===== src/sv/prla_pkg.sv =====
package prla_pkg;

	typedef enum logic [2:0] {
		FN_PROPOSE  = 3'd0,
		FN_PREPARE  = 3'd1,
		FN_PACK     = 3'd2,
		FN_ACCEPT   = 3'd3,
		FN_LEARN    = 3'd4
	} func_t;

	typedef enum logic [2:0] {
		K_SEND_ACCEPT = 3'd0,
		K_SEND_PACK   = 3'd1,
		K_BC_PROPOSE  = 3'd2,
		K_BC_LEARN    = 3'd3,
		K_SEND_LEARN  = 3'd4,
		K_LEARNED     = 3'd5,
		K_SUGGEST     = 3'd6
	} kind_t;

	localparam logic REG_NUM_SERVERS = 1'b0;
	localparam logic REG_INSTANCE_ID = 1'b1;

	typedef enum logic [2:0] {
		ST_IDLE,
		ST_DECIDE,
		ST_SCAN,
		ST_EMIT0,
		ST_EMIT1
	} state_t;

	// controller -> datapath
	typedef struct packed {
		logic capture;   // take request into working registers
		logic decide;    // evaluate request, update state, build results
		logic scan_step; // one record of the quorum scan
		logic scan_done; // build propose result from scan winner
	} cmd_t;

	// datapath -> controller
	typedef struct packed {
		logic need_scan;  // promise replies reached quorum
		logic [1:0] nres; // results of the request (0..2)
		logic scan_last;  // scan at final record
	} stat_t;

endpackage


===== src/sv/paxos_round_acceptor_learner.sv =====
// Channel  | handshake          | payload
// input    | in_valid/in_stall  | func sender ballot value value_noop acked_*
// output   | out_valid/out_stall| kind dest out_ballot out_accepted_ballot out_value out_noop last
// config   | cfg_we             | cfg_index cfg_data
//
// A request passes a capture state and a decide state, then an emit state
// per result. A promise reply that reaches quorum adds a scan of all
// MAX_SERVERS records of the ack record store (one record per cycle).
// Results are held while out_stall is high; input is stalled while busy.
// arst_n clears control and consensus state; the record store has no reset.
module paxos_round_acceptor_learner #(
	parameter int MAX_SERVERS = 16
) (
	input  logic        clk,
	input  logic        arst_n,
	input  logic        in_valid,
	output logic        in_stall,
	input  logic [2:0]  func,
	input  logic [3:0]  sender,
	input  logic [30:0] ballot,
	input  logic [31:0] value,
	input  logic        value_noop,
	input  logic signed [31:0] acked_ballot,
	input  logic [31:0] acked_value,
	input  logic        acked_noop,
	output logic        out_valid,
	input  logic        out_stall,
	output logic [2:0]  kind,
	output logic [3:0]  dest,
	output logic signed [31:0] out_ballot,
	output logic signed [31:0] out_accepted_ballot,
	output logic [31:0] out_value,
	output logic        out_noop,
	output logic        last,
	input  logic        cfg_we,
	input  logic        cfg_index,
	input  logic [31:0] cfg_data
);
	import prla_pkg::*;

	cmd_t  cmd;
	stat_t stat;
	logic  out_sel;

	// sequencer: capture, decide, optional quorum scan, result emission
	prla_ctrl u_ctrl (
		.clk, .arst_n, .in_valid, .in_stall, .out_valid, .out_stall,
		.out_sel, .cmd, .stat
	);

	// consensus state, record store and result registers
	prla_dp #(.MAX_SERVERS(MAX_SERVERS)) u_dp (
		.clk, .arst_n, .func, .sender, .ballot, .value, .value_noop,
		.acked_ballot, .acked_value, .acked_noop,
		.cfg_we, .cfg_idx(cfg_index), .cfg_data,
		.cmd, .stat, .out_sel,
		.kind, .dest, .out_ballot, .out_accepted_ballot, .out_value,
		.out_noop, .last
	);

endmodule


===== src/sv/prla_ctrl.sv =====
module prla_ctrl (
	input  logic             clk,
	input  logic             arst_n,
	input  logic             in_valid,
	output logic             in_stall,
	output logic             out_valid,
	input  logic             out_stall,
	output logic             out_sel,
	output prla_pkg::cmd_t   cmd,
	input  prla_pkg::stat_t  stat
);
	import prla_pkg::*;

	state_t state_q, state_d;
	logic   two_q, two_d;

	always_ff @(posedge clk or negedge arst_n) begin
		if (!arst_n) begin
			state_q <= ST_IDLE;
			two_q <= 1'b0;
		end else begin
			state_q <= state_d;
			two_q <= two_d;
		end
	end

	always_comb begin
		state_d = state_q;
		two_d = two_q;
		cmd = '0;
		in_stall = 1'b1;
		out_valid = 1'b0;
		out_sel = 1'b0;
		case (state_q)
			ST_IDLE: begin
				in_stall = 1'b0;
				if (in_valid) begin
					cmd.capture = 1'b1;
					state_d = ST_DECIDE;
				end
			end
			ST_DECIDE: begin
				cmd.decide = 1'b1;
				two_d = (stat.nres == 2'd2);
				if (stat.need_scan) state_d = ST_SCAN;
				else if (stat.nres == 2'd0) state_d = ST_IDLE;
				else state_d = ST_EMIT0;
			end
			ST_SCAN: begin
				cmd.scan_step = 1'b1;
				if (stat.scan_last) begin
					cmd.scan_done = 1'b1;
					two_d = 1'b0;
					state_d = ST_EMIT0;
				end
			end
			ST_EMIT0: begin
				out_valid = 1'b1;
				if (!out_stall) state_d = two_q ? ST_EMIT1 : ST_IDLE;
			end
			ST_EMIT1: begin
				out_valid = 1'b1;
				out_sel = 1'b1;
				if (!out_stall) state_d = ST_IDLE;
			end
			default: state_d = ST_IDLE;
		endcase
	end

endmodule


===== src/sv/prla_dp.sv =====
module prla_dp #(
	parameter int MAX_SERVERS = 16
) (
	input  logic            clk,
	input  logic            arst_n,
	input  logic [2:0]      func,
	input  logic [3:0]      sender,
	input  logic [30:0]     ballot,
	input  logic [31:0]     value,
	input  logic            value_noop,
	input  logic signed [31:0] acked_ballot,
	input  logic [31:0]     acked_value,
	input  logic            acked_noop,
	input  logic            cfg_we,
	input  logic            cfg_idx,
	input  logic [31:0]     cfg_data,
	input  prla_pkg::cmd_t  cmd,
	output prla_pkg::stat_t stat,
	input  logic            out_sel,
	output logic [2:0]      kind,
	output logic [3:0]      dest,
	output logic signed [31:0] out_ballot,
	output logic signed [31:0] out_accepted_ballot,
	output logic [31:0]     out_value,
	output logic            out_noop,
	output logic            last
);
	import prla_pkg::*;

	localparam int IW = (MAX_SERVERS > 1) ? $clog2(MAX_SERVERS) : 1;
	localparam int CW = $clog2(MAX_SERVERS + 1);

	typedef struct packed {
		logic [2:0]         kind;
		logic [3:0]         dest;
		logic signed [31:0] bal;
		logic signed [31:0] abal;
		logic [31:0]        val;
		logic               noop;
		logic               last;
	} res_t;

	// configuration
	logic [4:0]  num_servers_q;
	logic [31:0] instance_id_q;  // stored only

	// consensus state
	logic               learned_q;
	logic [31:0]        lval_q;
	logic               lnoop_q;
	logic signed [32:0] promised_q;
	logic signed [32:0] taken_bal_q;
	logic [31:0]        taken_val_q;
	logic               taken_noop_q;
	logic [MAX_SERVERS-1:0] ack_seen_q, accept_seen_q;

	// ack record store (no reset)
	logic signed [31:0] rec_bal [MAX_SERVERS];
	logic [31:0]        rec_val [MAX_SERVERS];
	logic               rec_noop[MAX_SERVERS];

	// captured request
	logic [2:0]         func_q;
	logic [3:0]         snd_q;
	logic [30:0]        bal_q;
	logic [31:0]        val_q;
	logic               vnoop_q;
	logic signed [31:0] abal_q;
	logic [31:0]        aval_q;
	logic               anoop_q;

	// scan
	logic [IW-1:0]      idx_q;
	logic signed [31:0] best_q;
	logic [31:0]        bv_q;
	logic               bn_q;

	res_t res0_q, res1_q;

	// -------- combinational decision --------
	logic [CW-1:0] ack_cnt, acc_cnt;
	logic [4:0]    quorum;
	logic          in_range;
	logic [IW-1:0] snd_idx;
	logic [MAX_SERVERS-1:0] bitm, ack_new, acc_new;
	logic signed [32:0] bal_x;
	res_t r0, r1, rp;
	logic [1:0] nres;
	logic need_scan;

	assign quorum = 5'((6'(num_servers_q) + 6'd2) >> 1);
	assign in_range = (32'(snd_q) < 32'(MAX_SERVERS));
	assign snd_idx = IW'(snd_q);
	assign bal_x = {2'b00, bal_q};

	always_comb begin
		bitm = '0;
		if (in_range) bitm[snd_idx] = 1'b1;
	end
	assign ack_new = ack_seen_q | bitm;
	assign acc_new = accept_seen_q | bitm;

	always_comb begin
		ack_cnt = '0;
		acc_cnt = '0;
		for (int i = 0; i < MAX_SERVERS; i++) begin
			ack_cnt = ack_cnt + CW'(ack_new[i]);
			acc_cnt = acc_cnt + CW'(acc_new[i]);
		end
	end

	always_comb begin
		r0 = '0;
		r1 = '0;
		nres = 2'd0;
		need_scan = 1'b0;
		r0.last = 1'b1;
		r1.last = 1'b1;
		if (func_q == FN_LEARN) begin
			r0.kind = K_LEARNED; r0.val = val_q; r0.noop = vnoop_q; nres = 2'd1;
		end else if (func_q > FN_LEARN) begin
			nres = 2'd0;
		end else if (learned_q) begin
			r0.kind = K_SEND_LEARN; r0.dest = snd_q;
			r0.val = lval_q; r0.noop = lnoop_q; nres = 2'd1;
		end else if (func_q == FN_PROPOSE) begin
			if (bal_q == '0 && vnoop_q) begin
				r0.kind = K_LEARNED; r0.noop = 1'b1; nres = 2'd1;
			end else if (promised_q <= bal_x && taken_bal_q < bal_x) begin
				if (bal_q == '0) begin
					r0.kind = K_SUGGEST; r0.last = 1'b0;
					r1.kind = K_SEND_ACCEPT; r1.dest = snd_q;
					r1.bal = 32'(bal_q); r1.val = val_q; r1.noop = vnoop_q;
					nres = 2'd2;
				end else begin
					r0.kind = K_SEND_ACCEPT; r0.dest = snd_q;
					r0.bal = 32'(bal_q); r0.val = val_q; r0.noop = vnoop_q;
					nres = 2'd1;
				end
			end else begin
				r0.kind = K_SEND_ACCEPT; r0.dest = snd_q;
				r0.bal = taken_bal_q[31:0]; r0.val = taken_val_q;
				r0.noop = taken_noop_q; nres = 2'd1;
			end
		end else if (func_q == FN_PREPARE) begin
			if (bal_x > promised_q) begin
				r0.kind = K_SEND_PACK; r0.dest = snd_q; r0.bal = 32'(bal_q);
				r0.abal = taken_bal_q[31:0]; r0.val = taken_val_q;
				r0.noop = taken_noop_q; nres = 2'd1;
			end
		end else if (!in_range) begin
			nres = 2'd0;
		end else if (func_q == FN_PACK) begin
			need_scan = (5'(ack_cnt) == quorum);
		end else begin
			if (5'(acc_cnt) == quorum) begin
				r0.kind = K_BC_LEARN; r0.val = val_q; r0.noop = vnoop_q; nres = 2'd1;
			end
		end
	end

	// propose result from the scan winner, last record folded in
	always_comb begin
		rp = '0;
		rp.kind = K_BC_PROPOSE;
		rp.bal = 32'(bal_q);
		rp.last = 1'b1;
		if (ack_seen_q[idx_q] && rec_bal[idx_q] > best_q) begin
			rp.val = rec_val[idx_q]; rp.noop = rec_noop[idx_q];
		end else begin
			rp.val = bv_q; rp.noop = bn_q;
		end
	end

	assign stat.need_scan = need_scan;
	assign stat.nres = nres;
	assign stat.scan_last = (32'(idx_q) == 32'(MAX_SERVERS - 1));

	// -------- registers --------
	always_ff @(posedge clk or negedge arst_n) begin
		if (!arst_n) begin
			num_servers_q <= 5'd3;
			instance_id_q <= '0;
			learned_q <= 1'b0;
			lval_q <= '0;
			lnoop_q <= 1'b0;
			promised_q <= '0;
			taken_bal_q <= -33'sd1;
			taken_val_q <= '0;
			taken_noop_q <= 1'b1;
			ack_seen_q <= '0;
			accept_seen_q <= '0;
			idx_q <= '0;
		end else begin
			if (cfg_we) begin
				if (cfg_idx == REG_NUM_SERVERS) num_servers_q <= cfg_data[4:0];
				else instance_id_q <= cfg_data;
			end
			if (cmd.decide) begin
				idx_q <= '0;
				if (func_q == FN_LEARN) begin
					learned_q <= 1'b1; lval_q <= val_q; lnoop_q <= vnoop_q;
				end else if (!learned_q && func_q < FN_LEARN) begin
					if (func_q == FN_PROPOSE) begin
						if (bal_q == '0 && vnoop_q) begin
							learned_q <= 1'b1; lval_q <= '0; lnoop_q <= 1'b1;
						end else if (promised_q <= bal_x && taken_bal_q < bal_x) begin
							taken_bal_q <= bal_x; taken_val_q <= val_q;
							taken_noop_q <= vnoop_q;
						end
					end else if (func_q == FN_PREPARE) begin
						if (bal_x > promised_q) promised_q <= bal_x;
					end else if (in_range) begin
						if (func_q == FN_PACK) ack_seen_q <= ack_new;
						else accept_seen_q <= acc_new;
					end
				end
			end
			if (cmd.scan_step) idx_q <= idx_q + IW'(1);
		end
	end

	// record store write
	always_ff @(posedge clk) begin
		if (cmd.decide && !learned_q && func_q == FN_PACK && in_range) begin
			rec_bal[snd_idx]  <= abal_q;
			rec_val[snd_idx]  <= aval_q;
			rec_noop[snd_idx] <= anoop_q;
		end
	end

	// capture, scan, results
	always_ff @(posedge clk) begin
		if (cmd.capture) begin
			func_q <= func; snd_q <= sender; bal_q <= ballot; val_q <= value;
			vnoop_q <= value_noop; abal_q <= acked_ballot;
			aval_q <= acked_value; anoop_q <= acked_noop;
		end
		if (cmd.decide) begin
			res0_q <= r0;
			res1_q <= r1;
			best_q <= -32'sd1; bv_q <= '0; bn_q <= 1'b1;
		end
		if (cmd.scan_step) begin
			if (ack_seen_q[idx_q] && rec_bal[idx_q] > best_q) begin
				best_q <= rec_bal[idx_q]; bv_q <= rec_val[idx_q];
				bn_q <= rec_noop[idx_q];
			end
		end
		if (cmd.scan_done) res0_q <= rp;
	end

	res_t ro;
	assign ro = out_sel ? res1_q : res0_q;
	assign kind = ro.kind;
	assign dest = ro.dest;
	assign out_ballot = ro.bal;
	assign out_accepted_ballot = ro.abal;
	assign out_value = ro.val;
	assign out_noop = ro.noop;
	assign last = ro.last;

endmodule


===== config.mk =====
export PLATFORM = sky130hd
export DESIGN_NAME = paxos_round_acceptor_learner
export DESIGN_NICKNAME = d
export VERILOG_FILES = /design/src/sv/prla_pkg.sv /design/src/sv/paxos_round_acceptor_learner.sv /design/src/sv/prla_ctrl.sv /design/src/sv/prla_dp.sv
export SDC_FILE = /design/constraint.sdc
export NUM_CORES = 2
export LEC_CHECK = 0
export BUFFER_PORTS_ARGS = -buffer_cell sky130_fd_sc_hd__buf_2
export CORE_MARGIN = 8
export CORE_UTILIZATION = 56
export CTS_BUF_LIST = sky130_fd_sc_hd__clkbuf_8
export CTS_CLUSTER_DIAMETER = 150
export CTS_CLUSTER_SIZE = 14
export DETAILED_ROUTE_END_ITERATION = 12
export GPL_TIMING_DRIVEN = 0
export HOLD_SLACK_MARGIN = 0.05
export PLACE_DENSITY = 0.75
export SYNTH_ARGS = -nofsm -noshare
export SYNTH_HDL_FRONTEND = slang
export SYNTH_SLANG_ARGS = --single-unit
export TNS_END_PERCENT = 1

===== constraint.sdc =====
create_clock -name clk -period 8.9 [get_ports clk]
set_input_delay 0.89 -clock clk [delete_from_list [all_inputs] [get_ports clk]]
set_output_delay 0.89 -clock clk [all_outputs]
set_load 0.03 [all_outputs]

; Yosys cells after proc, flatten, opt, wreduce, memory -nomap -nowiden
; Memories as Yosys holds them, arrays and structs flattened.
; Index checks and enable logic that the tools add are counted.
[totals]
wordCells = 239
ramBits = 1040
regBits = 554
mem_count = 3
[mem_list]
columns = memory, depth, word_bits, read_ports, rd_ports_with_merged_regs, write_ports, line
row1 = u_dp.rec_bal, 16, 32, 1, 0, 1, prla_dp.sv:58  ; logic signed [31:0] rec_bal [MAX_SERVERS];
row2 = u_dp.rec_val, 16, 32, 1, 0, 1, prla_dp.sv:59  ; logic [31:0] rec_val [MAX_SERVERS];
row3 = u_dp.rec_noop, 16, 1, 1, 0, 1, prla_dp.sv:60  ; logic rec_noop[MAX_SERVERS];
[classes]
eq_ne = 15
add_sub_neg = 32
n_mux = 103
magnitude_cmp = 9
reduce_logical = 29
n_bitwise = 10
[op_table]
columns = operator, count
row1 = $mux W104, 5
row2 = $mux W32, 12
row3 = $mux W33, 9
row4 = $mux W105, 2
row5 = $mux W97, 2
row6 = $add A5 B1 Y5, 28
row7 = $mux W68, 2
row8 = $mux W102, 1
row9 = $mux W39, 2
row10 = $mux W36, 2
row11 = $mux W64, 1
row12 = $mux W1, 36
row13 = $lt A33 B32 Y1, 1
row14 = $gt A32 B32 Y1, 1
row15 = $or A16 B16 Y16, 2
row16 = $gt A31 B31 Y1, 1
row17 = $le A31 B31 Y1, 1
row18 = $logic_not A31 Y1, 1
row19 = $mux W3, 10
row20 = $mux W2, 12
row21 = $reduce_and A6 Y1, 4
row22 = $pmux W3 S5, 1
row23 = $reduce_bool A2 Y1, 6
row24 = $eq A5 B5 Y1, 2
row25 = 28 further kinds, 54

; Logic depth before layout (Yosys ltp)
[logic_depth]
word_depth = 32
mapped_depth = 25

; Modules after synthesis
; From an unflattened synthesis, not the netlist that was laid out.
[hier_totals]
cells_unflattened = 3717
area_unflattened_um2 = 64778.4
[modules_own_cells]
columns = mod, n_inst, cells_per_inst, area_each_um2, seq_area_each_um2
row1 = prla_dp, 1, 3681, 64471.8, 45696.3
row2 = prla_ctrl, 1, 36, 306.5, 100.1

; Worst setup path after synthesis
; OpenSTA, ideal clock, no wires.
[synth_path]
path_kind = reg2reg
startpoint = reg u_dp.func_q[2]
endpoint = reg u_dp.ack_seen_q[11]
slack_ns = 2.143
period_less_slack_ns = 6.757
n_path_buf = 1
arrival_time_ns = 6.664
path_stages_with_launch = 6
required_time_ns = 8.808
cell_sequence = edfxtp_1 > clkbuf_1 > nor4b_1 > nand2_1 > nor3_1 > or2_2
[synth_between]
elab_chain_cells = 3
elab_cells_between_ends = 10
classes_between = 1 x order compare / 3 x eq/ne / 3 x bitwise / 3 x reduce/logical
[synth_rtl]
columns = element, line
row1 = start: declaration, prla_dp.sv:63  ; logic [2:0] func_q;
row2 = start signal: assignment, prla_dp.sv:235  ; func_q <= func; snd_q <= sender; bal_q <= ballot; val_q <= value;
row3 = "$lt A3 B3 Y1, or another cell as far along", prla_dp.sv:203  ; end else if (!learned_q && func_q < FN_LEARN) begin
row4 = $logic_and A1 B1 Y1 or $not A1 Y1 (tied branches), --
row5 = $reduce_and A6 Y1 (no line) *, --
row6 = end signal: assignment, prla_dp.sv:214  ; if (func_q == FN_PACK) ack_seen_q <= ack_new;
row7 = end: declaration, prla_dp.sv:55  ; logic [MAX_SERVERS-1:0] ack_seen_q, accept_seen_q;
; Every way passes the cells marked *; elsewhere a longest branch is shown, timed or not.
; A chain may end at the register's enable or synchronous reset.

; Worst setup path after layout
[layout_path]
startpoint = reg u_dp.idx_q[1]
endpoint = reg u_dp.bv_q[27]
[layout_between]
elab_chain_cells = 5
elab_cells_between_ends = 8
classes_between = 1 x order compare / 4 x mux / 1 x reduce/logical / 2 x memory
[layout_rtl]
columns = element, line
row1 = start: declaration, prla_dp.sv:73  ; logic [IW-1:0] idx_q;
row2 = start signal: assignment, prla_dp.sv:219  ; if (cmd.scan_step) idx_q <= idx_q + IW'(1);
row3 = $mem_v2 Z16 W32 or $bmux W1 S4 (tied branches), --
row4 = $gt A32 B32 Y1 or $mux W1 (tied branches), prla_dp.sv:245  ; if (ack_seen_q[idx_q] && rec_bal[idx_q] > best_q) begin
row5 = $logic_and A1 B1 Y1, prla_dp.sv:245
row6 = $mux W32 *, prla_dp.sv:245
row7 = $mux W32 *, prla_dp.sv:244  ; if (cmd.scan_step) begin
row8 = end signal: assignment, prla_dp.sv:246  ; best_q <= rec_bal[idx_q]; bv_q <= rec_val[idx_q];
row9 = end: declaration, prla_dp.sv:75  ; logic [31:0] bv_q;
; Every way passes the cells marked *; elsewhere a longest branch is shown, timed or not. The select of a mux whose other input is x is not followed.

==> summary.txt <==
Power
  – Share of power burned in registers: 0.514
  – LEAKAGE: approximately 26 nW
  – Clock Power Share: 0.203
  – Logic gate share of total power: 0.283
  – Net Sw Frac: 0.335
  – Pint: roughly 12 mW
  – Psw: 6.30 mW
  – Design Power: between 15 and 20 mW
  – Power Dens Cells: between 200 and 300 mW/mm^2
  – Peak VDD IR: 0.000158 V

Placed design
  – Placer Congestion: 0.897
  – Port Buffers: 252
  – Post-DP HPWL: 114 mm
  – Pre-CTS WS: 1010 ps

Synth
  – Cells after Synth: 3933
  – Ys async rst share: 0.110
  – Area share of the largest cell type after synthesis: 0.610
  – Syn Std Cell Area: 0.0644 mm^2
  – Top FF cell, synth: edfxtp_1
  – Sequential share of the synthesized area: 0.711
  – #FFs+latches synth: ~1600
  – Synthesized area per cell: 16.4 um^2
  – Yosys cell types: 70
  – Area leader, netlist: edfxtp_1
  – Synth warn: 0
  – Largest cells by area after synthesis: edfxtp_1 61%, mux4_2 5.7%, dfrtp_1 5.4%
  – Number of synthesized flops with an enable pin: 1308

Critical path
  – Max FO, Critical Path: 10
  – WP data required: 9580 ps
  – Crit start category: flip-flop
  – Arrival time worst endpoint: slightly below 9000 ps
  – Critical path class: flip-flop to flip-flop
  – R2R cell count: 18
  – Critical Path End Type: flip-flop
  – FF-to-FF Start: u_dp.idx_q[1]
  – Critical path origin: u_dp.idx_q[1]

STA
  – Crit path time final: between 8000 and 9000 ps
  – Fmax: 0.124 GHz
  – Final Cycle Share: 0.908
  – Unrepaired setup endpoints after global routing: no
  – Worst clock skew: 55.8 ps
  – Measured slew at the worst slew-check pin: about 1400 ps
  – Setup_tns: 0 ps
  – Pins over their slew limit: 0
  – Fin. Hold Viols: 0
  – Slew HR: 0.0743
  – Final WS setup: about 810 ps
  – Setup violations, final: 0
  – Hold Slack: 185 ps

Detailed routing
  – Drt wl/cell: 27.4 um
  – DR vias/cell: between 6 and 7
  – Final WL: between 150 and 200 mm
  – First-pass DRT Iterations: 5
  – DRC: 0
  – Antenna viol nets, final: 0
  – DRT iter0 DRCs: 4966
  – Routed via count: between 30000 and 40000

CTS
  – Htree depth: 4
  – Clock Tree Root: clkbuf_8
  – Cts repair resizes: 0
  – CTS tree: built
  – Max clock buf depth: 3
  – Num CTS Buffers: 131
  – Post-CTS Setup Bufs: 0
  – Clock Latency Late Sink: 880 ps
  – Sink Count: 1588
  – Clk slew on worst S/H paths: 110 ps

Layout
  – Sequential cell area: 0.0458 mm^2
  – Most common cell after layout, fill and taps aside: edfxtp_1
  – Nets: 4733
  – Share of cells above drive strength 1: 0.232
  – Multi-input logic area: 0.0175 mm^2
  – Area Overhead vs Synth: 10.7%
  – Most frequent cells in the layout: 1308 x edfxtp_1, 304 x buf_2, 283 x nand2_1
  – Post-layout util: 0.624
  – FILL cells: 8155

Min path
  – Worst Hold Depth: 1
  – Hold crit path type: input pin to flip-flop
  – Hold Startpoint: sender[0]

Global route
  – All-Layer GR Usage: 0.256
  – First-pass GRT wire length: about 240 mm
  – Gr ovfl total: 0
  – Initial antenna violation count: 7
  – Largest net degree at the start of global routing: a little under 100
  – Vias in the first global route: 37200

Floorplan
  – Die Y: 355 um
  – # rows: around 120
  – Die W: 355 um
  – # IOs: 281
  – Initial core utilization: 0.564
  – Die area: 0.126 mm^2
  – Core Region: 0.114 mm^2

Run status
  – Status: finished clean

Job
  – Max Cap Viol: 0
-- critical path, stage by stage, from the launching register on --
cell and delay, ps:
dfrtp_1 550, buf_2 370, buf_1 560, clkbuf_1 840, clkbuf_1 910, mux4_2 440
a22oi_1 180, nand2_1 140, ha_1 330, nor2b_1 150, o21a_1 120, o21a_1 100
o311ai_0 150, a31o_2 350, a31oi_1 520, and3_1 480, clkbuf_1 690, clkbuf_1 760
o21ai_0 230
-- power by group through the flow --
| stage | logic (mW) | registers (mW) | clock network, mW |
|---|---|---|---|
| floorplan | 3.60 | 9.58 | 0 |
| finish | 5.32 | 9.64 | 3.81 |
| detailed placement | 5.27 | 9.79 | 0 |
| global placement | 5.10 | 9.82 | 0 |
| global route | 5.71 | 9.72 | 4.12 |
| CTS | 5.29 | 9.62 | 3.85 |
-- cell usage after synthesis (34+ instances only) --
cell type,n
buf_2,53
ha_1,105
nand2_1,283
nor2b_1,42
nor2_1,96
nand3_1,42
clkbuf_1,133
inv_1,95
edfxtp_1,1308
dfxtp_1,106
mux4_2,162
a22o_1,59
mux2i_1,174
dfrtp_1,140
a22oi_1,72
dfstp_2,34
a21oi_1,115
a221oi_1,73
mux2_2,207
and2_1,39
o21ai_0,261
-- registers in the layout (all words and copies together) (netlist names), 16 cells and up --
register            cells
u_dp.res0_q           105
u_dp.rec_noop          16
u_dp.accept_seen_q     16
u_dp.bv_q              32
u_dp.res1_q            68
u_dp.taken_bal_q       32
u_dp.bal_q             31
u_dp.taken_val_q       32
u_dp.lval_q            32
u_dp.aval_q            32
u_dp.rec_val          512
u_dp.promised_q        31
u_dp.rec_bal          512
u_dp.best_q            32
u_dp.val_q             32
u_dp.abal_q            32
u_dp.ack_seen_q        16
-- logic make-up (layout without fill, tap and decap cells) --
family / Yosys count / in the layout / synth area share
compound gates: 727 / 727 / 0.0743
xor+xnor: 14 / 14 / 0.00190
fa+ha+maj: 125 / 125 / 0.0266
buf+inv: 310 / 870 / 0.0208
flops: 1588 / 1588 / 0.711
mux: 543 / 543 / 0.120
other cells: 1 / 38 / 0.0000582
simple gates: 625 / 625 / 0.0454
-- path summary, 6_finish.rpt --
| check | to | slack, ps |
|---|---|---|
| setup / recovery | u_dp.bv_q[27] | 810 |
| setup reg to reg | u_dp.bv_q[27] | 810 |
| hold reg to reg | u_dp.accept_seen_q[9] | 460 |
| hold / removal | u_dp.snd_idx[0] | 180 |
| min in group asynchronous | u_dp.promised_q[8] | 610 |
| max in group asynchronous | u_dp.lval_q[30] | 7360 |
-- metrics by stage --
stage / instances / cell area [um^2]
3_5_place_dp: 5812 / 69000
5_1_grt: 6041 / 71300
4_1_cts: 6036 / 71300
3_3_place_gp: 5728 / 67700
2_1_floorplan: 3964 / 64500
6_report: 6042 / 71300
-- per-layer routing --
metal  share of wire  GRT usage
met1            0.39      0.357
met2            0.47      0.410
met3            0.10     0.0486
met4           0.032     0.0816
met5               0          0
-- timing repair --
action | in CTS | in global routing
setup endpoints to repair | 0 | 0
hold buffers | 1 | 0
endpoints found under the hold margin | 61 | 0
-- final cells by class --
type                            count  share of cell area
Sequential cell                  1588               0.642
Multi-Input combinational cell   2066               0.245
Timing Repair Buffer              337              0.0348
Tap cell                         1512              0.0265
Clock buffer                      133              0.0257
Buffer                            214              0.0138
Clock inverter                     90             0.00600
Inverter                           96             0.00509
Antenna cell                        6            0.000211
Note: power is estimated with default switching activity, not from simulation.
